$ cat config.mk
export PLATFORM = sky130hd
export DESIGN_NAME = offset_table_entry_allocator_flat
export DESIGN_NICKNAME = d
export VERILOG_FILES = /design/src/rtl/otea_pkg.sv /design/src/rtl/otea_if.sv /design/src/rtl/offset_table_entry_allocator.sv /design/src/rtl/otea_front.sv /design/src/rtl/otea_queue.sv /design/src/rtl/otea_back.sv /design/src/flat_wrapper.sv
export SDC_FILE = /design/constraint.sdc
export NUM_CORES = 1
export LEC_CHECK = 0
export BUFFER_PORTS_ARGS = -buffer_cell sky130_fd_sc_hd__buf_2
export CAP_MARGIN = 20
export CORE_MARGIN = 10
export CORE_UTILIZATION = 25
export DETAILED_ROUTE_END_ITERATION = 16
export PLACE_DENSITY_LB_ADDON = 0.2
export SLEW_MARGIN = 20
export SYNTH_ARGS = -nofsm -noshare
export SYNTH_HDL_FRONTEND = slang
export SYNTH_SLANG_ARGS = --single-unit
$ cat constraint.sdc
create_clock -name clock -period 7.6 [get_ports clock]
set_input_delay 0.76 -clock clock [delete_from_list [all_inputs] [get_ports clock]]
set_output_delay 0.76 -clock clock [all_outputs]
set_load 0.03 [all_outputs]
$ cat src/rtl/otea_pkg.sv
// ----------------------------------------------------------------------------
// otea_pkg: shared types and constants of the offset table entry allocator
// Status codes, command kinds, the queued command record and the sizes of the
// table and of the front/back queue.
// ----------------------------------------------------------------------------
package otea_pkg;

   // Default configuration
   localparam int TABLE_SLOTS_DEF   = 16;
   localparam int VALID_BIT_POS_DEF = 31;

   // Front/back queue depth
   localparam int QUEUE_DEPTH = 2;

   // Field widths
   localparam int ADDR_W   = 52;
   localparam int WORD_W   = 32;
   localparam int PG_W     = 5;
   localparam int FIDX_W   = 8;
   localparam int STATUS_W = 3;
   localparam int EIDX_W   = 4;

   // 2MB span and 256-byte offset granule
   localparam int SPAN_SHIFT = 21;
   localparam int OFS_SHIFT  = 8;

   // Response status codes
   typedef enum logic [STATUS_W-1:0] {
      ST_ALLOCATED    = 3'd0,
      ST_NOTHING      = 3'd1,
      ST_BAD_OFFSET   = 3'd2,
      ST_BAD_ARG      = 3'd3,
      ST_FULL         = 3'd4,
      ST_FREE_IGNORED = 3'd5,
      ST_FREED        = 3'd6
   } status_type;

   // What the back end has to do with a queued command
   typedef enum logic [1:0] {
      CMD_REPORT = 2'd0,   // status already decided by the front end
      CMD_ALLOC  = 2'd1,   // arguments passed, claim the lowest free slot
      CMD_FREE   = 2'd2    // release a slot
   } cmd_kind_type;

   // Classified command handed from front to back
   typedef struct packed {
      cmd_kind_type        kind;
      status_type          status;
      logic [FIDX_W-1:0]   free_index;
      logic [ADDR_W:0]     base;         // fabric_base + map_offset
      logic [ADDR_W-1:0]   map_length;
      logic [WORD_W-1:0]   offset_word;
   } cmd_type;

endpackage

$ cat src/rtl/otea_if.sv
// ----------------------------------------------------------------------------
// otea_req_if / otea_rsp_if: request and response channels
// Valid/ready channels; a transaction moves when valid and ready are both high.
// ----------------------------------------------------------------------------
interface otea_req_if;
   logic        valid;
   logic        ready;
   logic        opcode;
   logic [31:0] sub_page_offset;
   logic [51:0] map_offset;
   logic [51:0] map_length;
   logic [51:0] fabric_size;
   logic [51:0] fabric_base;
   logic        fabric_contiguous;
   logic [4:0]  page_size_log2;
   logic [7:0]  free_index;

   modport source (
      output valid, opcode, sub_page_offset, map_offset, map_length,
             fabric_size, fabric_base, fabric_contiguous, page_size_log2,
             free_index,
      input  ready
   );
   modport sink (
      input  valid, opcode, sub_page_offset, map_offset, map_length,
             fabric_size, fabric_base, fabric_contiguous, page_size_log2,
             free_index,
      output ready
   );
endinterface

interface otea_rsp_if;
   logic        valid;
   logic        ready;
   logic [2:0]  status;
   logic [3:0]  entry_index;
   logic [31:0] start_word;
   logic [31:0] end_word;
   logic [31:0] offset_word;

   modport source (
      output valid, status, entry_index, start_word, end_word, offset_word,
      input  ready
   );
   modport sink (
      input  valid, status, entry_index, start_word, end_word, offset_word,
      output ready
   );
endinterface

$ cat src/rtl/offset_table_entry_allocator.sv
// ----------------------------------------------------------------------------
// offset_table_entry_allocator: slot allocator for an address-offset table
// Usage:
//  - req_if carries one request transaction: allocate (opcode 0) or free
//    (opcode 1). rsp_if returns exactly one response transaction per request,
//    in request order.
//  - An allocate is checked (zero offset, page alignment, offset alignment
//    and bound, contiguity, minimum length, range) and then claims the lowest
//    free slot. A free releases an in-range slot that is in use.
//  - A request taken on req_if is written into the command queue; it then
//    loads the output register once that register is empty or draining, and
//    the response is taken from the output register.
//  - Throughput, without stalls: one request per cycle; the back end handles
//    one queued command per cycle, set by the single bitmap search and update.
//  - A two-entry command queue sits between the argument checks and the
//    bitmap; req_if.ready drops only when that queue is full.
//  - When the receiver stalls, the response is held stable in the output
//    register; up to two more requests are absorbed before req_if.ready drops.
//  - Reset marks every slot free, empties the queue and drops rsp_if.valid.
// ----------------------------------------------------------------------------
module offset_table_entry_allocator #(
   parameter int TABLE_SLOTS   = otea_pkg::TABLE_SLOTS_DEF,
   parameter int VALID_BIT_POS = otea_pkg::VALID_BIT_POS_DEF
) (
   input  logic        clock,
   input  logic        reset,
   otea_req_if.sink    req_if,
   otea_rsp_if.source  rsp_if
);
   import otea_pkg::*;

   logic    q_push;
   logic    q_pop;
   logic    q_full;
   logic    q_valid;
   cmd_type q_in_cmd;
   cmd_type q_head_cmd;

   // Intake and checks
   otea_front #(
      .VALID_BIT_POS (VALID_BIT_POS)
   ) u_front (
      .req_if (req_if),
      .q_full (q_full),
      .q_push (q_push),
      .q_cmd  (q_in_cmd)
   );

   // Decoupling queue
   otea_queue u_queue (
      .clock     (clock),
      .reset     (reset),
      .push      (q_push),
      .push_cmd  (q_in_cmd),
      .pop       (q_pop),
      .full      (q_full),
      .not_empty (q_valid),
      .head_cmd  (q_head_cmd)
   );

   // Bitmap and response
   otea_back #(
      .TABLE_SLOTS (TABLE_SLOTS)
   ) u_back (
      .clock   (clock),
      .reset   (reset),
      .q_valid (q_valid),
      .q_cmd   (q_head_cmd),
      .q_pop   (q_pop),
      .rsp_if  (rsp_if)
   );

endmodule

$ cat src/rtl/otea_front.sv
// ----------------------------------------------------------------------------
// otea_front: request intake and argument checks
// Accepts request transactions while the queue has room and turns each into a
// classified command: a final status, an allocate or a free.
// ----------------------------------------------------------------------------
module otea_front #(
   parameter int VALID_BIT_POS = otea_pkg::VALID_BIT_POS_DEF
) (
   otea_req_if.sink         req_if,
   input  logic             q_full,
   output logic             q_push,
   output otea_pkg::cmd_type q_cmd
);
   import otea_pkg::*;

   logic [ADDR_W-1:0] page_mask;
   logic [ADDR_W-1:0] last;
   logic [ADDR_W:0]   range_sum;
   logic              fabric_short;
   logic              range_bad;
   logic              arg_bad;

   // Handshake
   assign req_if.ready = !q_full;
   assign q_push       = req_if.valid && !q_full;

   // Page alignment mask, any shift 0..31
   assign page_mask = ADDR_W'((64'd1 << req_if.page_size_log2) - 64'd1);

   // Range must stay below the last 2MB; a fabric under 2MB wraps "last"
   // to a huge value, so the range check then passes.
   assign fabric_short = (req_if.fabric_size[ADDR_W-1:SPAN_SHIFT] == '0);
   assign last         = req_if.fabric_size - (ADDR_W'(1) << SPAN_SHIFT);
   assign range_sum    = {1'b0, req_if.map_offset} + {1'b0, req_if.map_length};
   assign range_bad    = !fabric_short &&
                         ((req_if.map_length > last) || (range_sum > {1'b0, last}));

   assign arg_bad = (req_if.sub_page_offset[OFS_SHIFT-1:0] != '0) ||
                    (req_if.sub_page_offset[WORD_W-1:SPAN_SHIFT] != '0) ||
                    !req_if.fabric_contiguous ||
                    (req_if.map_length[ADDR_W-1:SPAN_SHIFT] == '0) ||
                    range_bad;

   // Classification, first failing check wins
   always_comb begin
      q_cmd             = '0;
      q_cmd.free_index  = req_if.free_index;
      q_cmd.map_length  = req_if.map_length;
      q_cmd.base        = {1'b0, req_if.fabric_base} + {1'b0, req_if.map_offset};
      q_cmd.offset_word = WORD_W'(req_if.sub_page_offset >> OFS_SHIFT) |
                          (WORD_W'(1) << VALID_BIT_POS);
      q_cmd.status      = ST_ALLOCATED;
      if (req_if.opcode) begin
         q_cmd.kind = CMD_FREE;
      end else if (req_if.sub_page_offset == '0) begin
         q_cmd.kind   = CMD_REPORT;
         q_cmd.status = ST_NOTHING;
      end else if ((req_if.map_offset & page_mask) != '0) begin
         q_cmd.kind   = CMD_REPORT;
         q_cmd.status = ST_BAD_OFFSET;
      end else if (arg_bad) begin
         q_cmd.kind   = CMD_REPORT;
         q_cmd.status = ST_BAD_ARG;
      end else begin
         q_cmd.kind = CMD_ALLOC;
      end
   end

endmodule

$ cat src/rtl/otea_queue.sv
// ----------------------------------------------------------------------------
// otea_queue: command queue between front and back
// Small register FIFO of classified commands.
// ----------------------------------------------------------------------------
module otea_queue (
   input  logic             clock,
   input  logic             reset,
   input  logic             push,
   input  otea_pkg::cmd_type push_cmd,
   input  logic             pop,
   output logic             full,
   output logic             not_empty,
   output otea_pkg::cmd_type head_cmd
);
   import otea_pkg::*;

   localparam int PTR_W = (QUEUE_DEPTH > 1) ? $clog2(QUEUE_DEPTH) : 1;
   localparam int CNT_W = $clog2(QUEUE_DEPTH + 1);

   cmd_type            entry_ff [QUEUE_DEPTH];
   logic [PTR_W-1:0]   wr_ptr_ff, wr_ptr_in;
   logic [PTR_W-1:0]   rd_ptr_ff, rd_ptr_in;
   logic [CNT_W-1:0]   count_ff,  count_in;

   assign full      = (count_ff == CNT_W'(QUEUE_DEPTH));
   assign not_empty = (count_ff != '0);
   assign head_cmd  = entry_ff[rd_ptr_ff];

   // Pointer and fill count update
   always_comb begin
      wr_ptr_in = wr_ptr_ff;
      rd_ptr_in = rd_ptr_ff;
      count_in  = count_ff;
      if (push) begin
         wr_ptr_in = (wr_ptr_ff == PTR_W'(QUEUE_DEPTH - 1)) ? '0 : wr_ptr_ff + 1'b1;
      end
      if (pop) begin
         rd_ptr_in = (rd_ptr_ff == PTR_W'(QUEUE_DEPTH - 1)) ? '0 : rd_ptr_ff + 1'b1;
      end
      if (push && !pop) begin
         count_in = count_ff + 1'b1;
      end else if (pop && !push) begin
         count_in = count_ff - 1'b1;
      end
   end

   always_ff @(posedge clock) begin
      if (reset) begin
         wr_ptr_ff <= '0;
         rd_ptr_ff <= '0;
         count_ff  <= '0;
      end else begin
         wr_ptr_ff <= wr_ptr_in;
         rd_ptr_ff <= rd_ptr_in;
         count_ff  <= count_in;
      end
   end

   // Storage
   always_ff @(posedge clock) begin
      if (push) begin
         entry_ff[wr_ptr_ff] <= push_cmd;
      end
   end

endmodule

$ cat src/rtl/otea_back.sv
// ----------------------------------------------------------------------------
// otea_back: slot bitmap and response register
// Executes queued commands against the free-slot bitmap and holds the result
// in an output register until the response transaction completes.
// ----------------------------------------------------------------------------
module otea_back #(
   parameter int TABLE_SLOTS = otea_pkg::TABLE_SLOTS_DEF
) (
   input  logic             clock,
   input  logic             reset,
   input  logic             q_valid,
   input  otea_pkg::cmd_type q_cmd,
   output logic             q_pop,
   otea_rsp_if.source       rsp_if
);
   import otea_pkg::*;

   localparam int IDX_W = (TABLE_SLOTS > 1) ? $clog2(TABLE_SLOTS) : 1;

   logic [TABLE_SLOTS-1:0] free_map_ff, free_map_in;
   logic                   rsp_valid_ff, rsp_valid_in;
   status_type             status_ff, status_in;
   logic [EIDX_W-1:0]      entry_index_ff, entry_index_in;
   logic [WORD_W-1:0]      start_word_ff, start_word_in;
   logic [WORD_W-1:0]      end_word_ff, end_word_in;
   logic [WORD_W-1:0]      offset_word_ff, offset_word_in;

   logic [IDX_W-1:0]       low_idx;
   logic [IDX_W-1:0]       free_idx;
   logic                   free_in_range;
   logic [ADDR_W+1:0]      end_addr;

   // Take the next command when the output register is empty or draining
   assign q_pop = q_valid && (!rsp_valid_ff || rsp_if.ready);

   // Lowest free slot
   always_comb begin
      low_idx = '0;
      for (int i = TABLE_SLOTS - 1; i >= 0; i--) begin
         if (free_map_ff[i]) begin
            low_idx = IDX_W'(i);
         end
      end
   end

   assign free_in_range = (q_cmd.free_index < FIDX_W'(TABLE_SLOTS));
   assign free_idx      = q_cmd.free_index[IDX_W-1:0];
   assign end_addr      = {1'b0, q_cmd.base} + (ADDR_W+2)'(q_cmd.map_length);

   // Command execution
   always_comb begin
      free_map_in    = free_map_ff;
      rsp_valid_in   = rsp_valid_ff && !rsp_if.ready;
      status_in      = status_ff;
      entry_index_in = entry_index_ff;
      start_word_in  = start_word_ff;
      end_word_in    = end_word_ff;
      offset_word_in = offset_word_ff;
      if (q_pop) begin
         rsp_valid_in   = 1'b1;
         entry_index_in = '0;
         start_word_in  = '0;
         end_word_in    = '0;
         offset_word_in = '0;
         case (q_cmd.kind)
            CMD_REPORT: begin
               status_in = q_cmd.status;
            end
            CMD_ALLOC: begin
               if (free_map_ff == '0) begin
                  status_in = ST_FULL;
               end else begin
                  status_in            = ST_ALLOCATED;
                  free_map_in[low_idx] = 1'b0;
                  entry_index_in       = EIDX_W'(8'(low_idx));
                  start_word_in        = q_cmd.base[SPAN_SHIFT +: WORD_W];
                  end_word_in          = end_addr[SPAN_SHIFT +: WORD_W];
                  offset_word_in       = q_cmd.offset_word;
               end
            end
            CMD_FREE: begin
               if (!free_in_range || free_map_ff[free_idx]) begin
                  status_in = ST_FREE_IGNORED;
               end else begin
                  status_in             = ST_FREED;
                  free_map_in[free_idx] = 1'b1;
                  entry_index_in        = q_cmd.free_index[EIDX_W-1:0];
               end
            end
            default: begin
               status_in = ST_FREE_IGNORED;
            end
         endcase
      end
   end

   // Control state
   always_ff @(posedge clock) begin
      if (reset) begin
         free_map_ff  <= '1;
         rsp_valid_ff <= 1'b0;
      end else begin
         free_map_ff  <= free_map_in;
         rsp_valid_ff <= rsp_valid_in;
      end
   end

   // Response payload
   always_ff @(posedge clock) begin
      status_ff      <= status_in;
      entry_index_ff <= entry_index_in;
      start_word_ff  <= start_word_in;
      end_word_ff    <= end_word_in;
      offset_word_ff <= offset_word_in;
   end

   assign rsp_if.valid       = rsp_valid_ff;
   assign rsp_if.status      = status_ff;
   assign rsp_if.entry_index = entry_index_ff;
   assign rsp_if.start_word  = start_word_ff;
   assign rsp_if.end_word    = end_word_ff;
   assign rsp_if.offset_word = offset_word_ff;

endmodule

$ cat src/flat_wrapper.sv
// flat-port wrapper written by rule: the top's interface ports become plain ports
module offset_table_entry_allocator_flat import otea_pkg::*;
#(
   parameter int TABLE_SLOTS   = otea_pkg::TABLE_SLOTS_DEF,
   parameter int VALID_BIT_POS = otea_pkg::VALID_BIT_POS_DEF
)
  (clock, reset, req_if_valid, req_if_opcode, req_if_sub_page_offset, req_if_map_offset, req_if_map_length, req_if_fabric_size, req_if_fabric_base, req_if_fabric_contiguous, req_if_page_size_log2, req_if_free_index, req_if_ready, rsp_if_valid, rsp_if_status, rsp_if_entry_index, rsp_if_start_word, rsp_if_end_word, rsp_if_offset_word, rsp_if_ready);
  otea_req_if req_if_i ();
  otea_rsp_if rsp_if_i ();
  input  logic clock;
  input  logic reset;
  input wire logic [$bits(req_if_i.valid)-1:0] req_if_valid;
  input wire logic [$bits(req_if_i.opcode)-1:0] req_if_opcode;
  input wire logic [$bits(req_if_i.sub_page_offset)-1:0] req_if_sub_page_offset;
  input wire logic [$bits(req_if_i.map_offset)-1:0] req_if_map_offset;
  input wire logic [$bits(req_if_i.map_length)-1:0] req_if_map_length;
  input wire logic [$bits(req_if_i.fabric_size)-1:0] req_if_fabric_size;
  input wire logic [$bits(req_if_i.fabric_base)-1:0] req_if_fabric_base;
  input wire logic [$bits(req_if_i.fabric_contiguous)-1:0] req_if_fabric_contiguous;
  input wire logic [$bits(req_if_i.page_size_log2)-1:0] req_if_page_size_log2;
  input wire logic [$bits(req_if_i.free_index)-1:0] req_if_free_index;
  output wire logic [$bits(req_if_i.ready)-1:0] req_if_ready;
  output wire logic [$bits(rsp_if_i.valid)-1:0] rsp_if_valid;
  output wire logic [$bits(rsp_if_i.status)-1:0] rsp_if_status;
  output wire logic [$bits(rsp_if_i.entry_index)-1:0] rsp_if_entry_index;
  output wire logic [$bits(rsp_if_i.start_word)-1:0] rsp_if_start_word;
  output wire logic [$bits(rsp_if_i.end_word)-1:0] rsp_if_end_word;
  output wire logic [$bits(rsp_if_i.offset_word)-1:0] rsp_if_offset_word;
  input wire logic [$bits(rsp_if_i.ready)-1:0] rsp_if_ready;
  assign req_if_i.valid = req_if_valid;
  assign req_if_i.opcode = req_if_opcode;
  assign req_if_i.sub_page_offset = req_if_sub_page_offset;
  assign req_if_i.map_offset = req_if_map_offset;
  assign req_if_i.map_length = req_if_map_length;
  assign req_if_i.fabric_size = req_if_fabric_size;
  assign req_if_i.fabric_base = req_if_fabric_base;
  assign req_if_i.fabric_contiguous = req_if_fabric_contiguous;
  assign req_if_i.page_size_log2 = req_if_page_size_log2;
  assign req_if_i.free_index = req_if_free_index;
  assign req_if_ready = req_if_i.ready;
  assign rsp_if_valid = rsp_if_i.valid;
  assign rsp_if_status = rsp_if_i.status;
  assign rsp_if_entry_index = rsp_if_i.entry_index;
  assign rsp_if_start_word = rsp_if_i.start_word;
  assign rsp_if_end_word = rsp_if_i.end_word;
  assign rsp_if_offset_word = rsp_if_i.offset_word;
  assign rsp_if_i.ready = rsp_if_ready;
  offset_table_entry_allocator #(.TABLE_SLOTS(TABLE_SLOTS), .VALID_BIT_POS(VALID_BIT_POS)) u_core (.clock(clock), .reset(reset), .req_if(req_if_i), .rsp_if(rsp_if_i));
endmodule
==> impl_metrics.toml <==
[run_status]
status = "completed"

[synthesis]
ys.flop_type = "edfxtp_1"
synth-edff-count = 378
syn_area_mm2 = 0.0262
ys_seq_area_share_pct = 44.9
yosysWarnings = 0
syn_inst = 2421
postSynthAreaPerCell_um2 = 10.8
ys_ff_latch = 400
post_synth_num_cell_types = 82
synthArstFlopShare_pct = 0

[global_route]
grt_pass1_vias = 20400
antenna_found_initial = 23
track_usage_pct = 15.2
grt_pass1_wl_um = 135000
gr-total-overflow = 0
grt_max_degree = 117

[finish]
final_cell_mix = "edfxtp_1 (378), buf_2 (356), ha_1 (266)"
layout_commonest_cell = "edfxtp_1"
layout-drive-gt1-share_pct = 21.0
syn_to_final_growth_pct = 18.9
fin_nets = 3306

[cts]
root_buffer = "clkbuf_16"
ctsHoldBuffers = 0
cts_buffers = 45
post_cts_buffers = 0
clkSinkCount = 400
cts_resized = 0
cts_tree = "built"
clk_latency_ns = 0.59
h-tree-depth = 2
clock_path_buffers = 3
path_clk_slew_ns = 0.06

[pwr]
powerDensity_mw_per_mm2 = 324
swShare_pct = 39.8
intPower_mw = 6.10
clkPwrFrac_pct = 22.2
leakage_nw = 12.3
power_switching_mw = 4.03
seq_power_share_pct = 32.6
p_comb_share_pct = 45.2
finalPower_mw = 10.1
ir_drop_uv = 235

[detailed_routing]
wl_per_cell_um = 22.3
avgViaCountPerCell = 4.86
vias = 20400
dr.pass1.iters = 5
drt_iter0_markers = 1325
wirelength_um = 93800
antenna_left = 0
post-route-drc-count = 0

[worst_setup_path]
setup.worst_path.class = "input port to flip-flop"
max_stage_delay_ns = 0.94
path_cells = "buf_2, ha_1, a21o_1, a21oi_1, o221ai_1, nor4_1, o211ai_1, a21oi_1, nor3_1, or2_2, xor2_1, ha_1, a21o_1, a21oi_1, o21ai_0, a211oi_1, nand4_1, a221o_1, o32a_1, a21oi_1, nor2_1"
crit_required_ns = 7.93
reg2reg_depth = 13
crit_fanout = 7
cpMostUsedCell = "a21oi_1"
arrival_ns = 6.66
endpoint_kind = "flip-flop"
cp_slowest_cell = "nor4_1"
cp-startpoint = "req_if_map_length[35]"
critPathLaunchType = "input port"
worst_r2r_endpoint = "u_core.u_back.rsp_if.end_word[31]"
rrSetupSlack_ns = 2.58

[timing]
relSlewSlack_pct = 28.2
hold_viol_final = 0
max_freq_ghz = 0.158
slew_viol_final = 0
setup_viol = 0
worst_pin_slew_ns = 1.07
rsz0062_at_grt = "false"
finalClockSkew_ns = 0.0384
period_needed_ns = 6.34
fin_setup_tns_ns = 0
finalCritPeriodShare_pct = 83.4

[worst_hold_path]
hold_depth = 1
whs_endpoint = "u_core.u_queue.entry_ff[1][131]"
hp-start = "req_if_free_index[2]"
hp-class = "input port to flip-flop"

[placement]
dp_hpwl_um = 75900
numPortBuffers = 356
gp_congestion = 0.933

[floorplanning]
dieWidth_um = 344
dieArea_mm2 = 0.118
die_y_um = 344
num_rows = 118
io_pins = 364
core_area_mm2 = 0.104
start_util_pct = 25.3

[job]
cap_violations = 0
sequential cells by signal, summed over array words and instances (netlist names), named ones only:
name,flops
u_core.u_queue.count_ff,2
u_core.u_queue.wr_ptr_ff,1
u_core.u_back.rsp_if.start_word,32
u_core.u_back.rsp_if.end_word,32
u_core.u_back.free_map_ff,16
u_core.u_back.rsp_if.valid,1
u_core.u_queue.entry_ff,282
u_core.u_back.rsp_if.entry_index,4
u_core.u_back.rsp_if.status,3
u_core.u_back.rsp_if.offset_word,25
u_core.u_queue.rd_ptr_ff,1
Yosys cell counts (9+ instances only):
cell / count / area (um^2)
and3_1: 20 / 125
nand2_1: 117 / 439
edfxtp_1: 378 / 11400
a22oi_1: 15 / 113
o21bai_1: 28 / 210
xnor2_1: 112 / 981
and2_1: 12 / 75.1
nor4_1: 37 / 231
nor2_1: 177 / 664
or3_1: 13 / 81.3
a21oi_1: 192 / 961
o21ai_0: 117 / 586
mux2_2: 105 / 1180
o211ai_1: 20 / 150
nand4_1: 52 / 325
inv_1: 87 / 327
nand3_1: 40 / 200
buf_1: 18 / 67.6
or2_2: 20 / 125
a31oi_1: 28 / 175
o21a_1: 33 / 248
ha_1: 266 / 3330
o31ai_1: 10 / 75.1
a311oi_1: 9 / 78.8
nor2b_1: 62 / 388
nand2b_1: 16 / 100
clkbuf_1: 37 / 139
a21o_1: 91 / 683
o32ai_1: 10 / 87.6
a211oi_1: 20 / 150
dfxtp_1: 22 / 440
xor2_1: 49 / 429
nor3_1: 49 / 245
mux2i_1: 29 / 290
worst max-delay path: cells and delay by family:
kind            cells  cell delay, ns
xor+xnor            1            0.15
buf+inv             1            0.18
compound gates     12            3.35
simple gates        5            1.50
fa+ha+maj           2            0.72
layer usage:
layer  share of wire, %  wire length (um)  vias up  global-route usage (%)
met1                 47             44500     9753                    20.9
met4                2.7              2510        2                    4.37
li1                   -                 -    10000                       -
met2                 45             42400      514                    24.5
met5              0.011                10        -                       0
met3                4.7              4390      115                    2.27
worst max path at each step:
stage | slack, ns | endpoint
3_5_place_dp | 0.77 | u_core.u_queue.entry_ff[1][137]
4_1_cts | 1.41 | u_core.u_queue.entry_ff[1][137]
2_1_floorplan | 0.20 | u_core.u_queue.entry_ff[0][0]
5_1_grt | 1.06 | u_core.u_queue.entry_ff[1][137]
6_report | 1.26 | u_core.u_queue.entry_ff[1][137]
3_3_place_gp | 0.79 | u_core.u_queue.entry_ff[0][137]
power by group through the flow:
stage / Sequential, mW / Clock [mW] / Combinational (mW)
after detailed placement: 3.36 / 0 / 4.60
final: 3.30 / 2.25 / 4.58
after CTS: 3.31 / 2.33 / 4.63
after global routing: 3.35 / 2.42 / 5.03
after global placement: 3.35 / 0 / 4.65
after floorplan: 3.81 / 0 / 2.73
layout make-up:
class                           count  area [um^2]
Fill cell                       10900        72700
Multi-Input combinational cell   1876        13900
Sequential cell                   400        11800
Timing Repair Buffer              368         1900
Tap cell                         1380         1730
Clock buffer                       54         1180
Clock inverter                     27          330
Inverter                           88          330
Antenna cell                       10         25.0
stage by stage:
stage	worst slack, ns	instance area [um^2]	util, %	instances	hold slack [ns]
after floorplan	0.203	26300	-	2427	0.481
after global placement	0.793	29700	28.5	4112	0.496
after detailed placement	0.769	29700	28.5	4112	0.511
after CTS	1.41	31200	30.0	4193	0.313
after global routing	1.06	31200	30.0	4199	0.324
final	1.26	31200	30.0	4203	0.365
cells by family after synthesis:
logic type               count (synthesis)  synth area share, %
AO/OA/AOI/OAI                          657                 16.2
AND/OR/NAND/NOR                        649                 12.7
other                                    1               0.0143
flip-flops                             400                 44.9
buffers and inverters                  151                 2.26
adder cells (fa/ha/maj)                268                 12.8
multiplexers                           134                 5.61
XOR/XNOR                               161                 5.37
(Power assumes the default switching activity.)
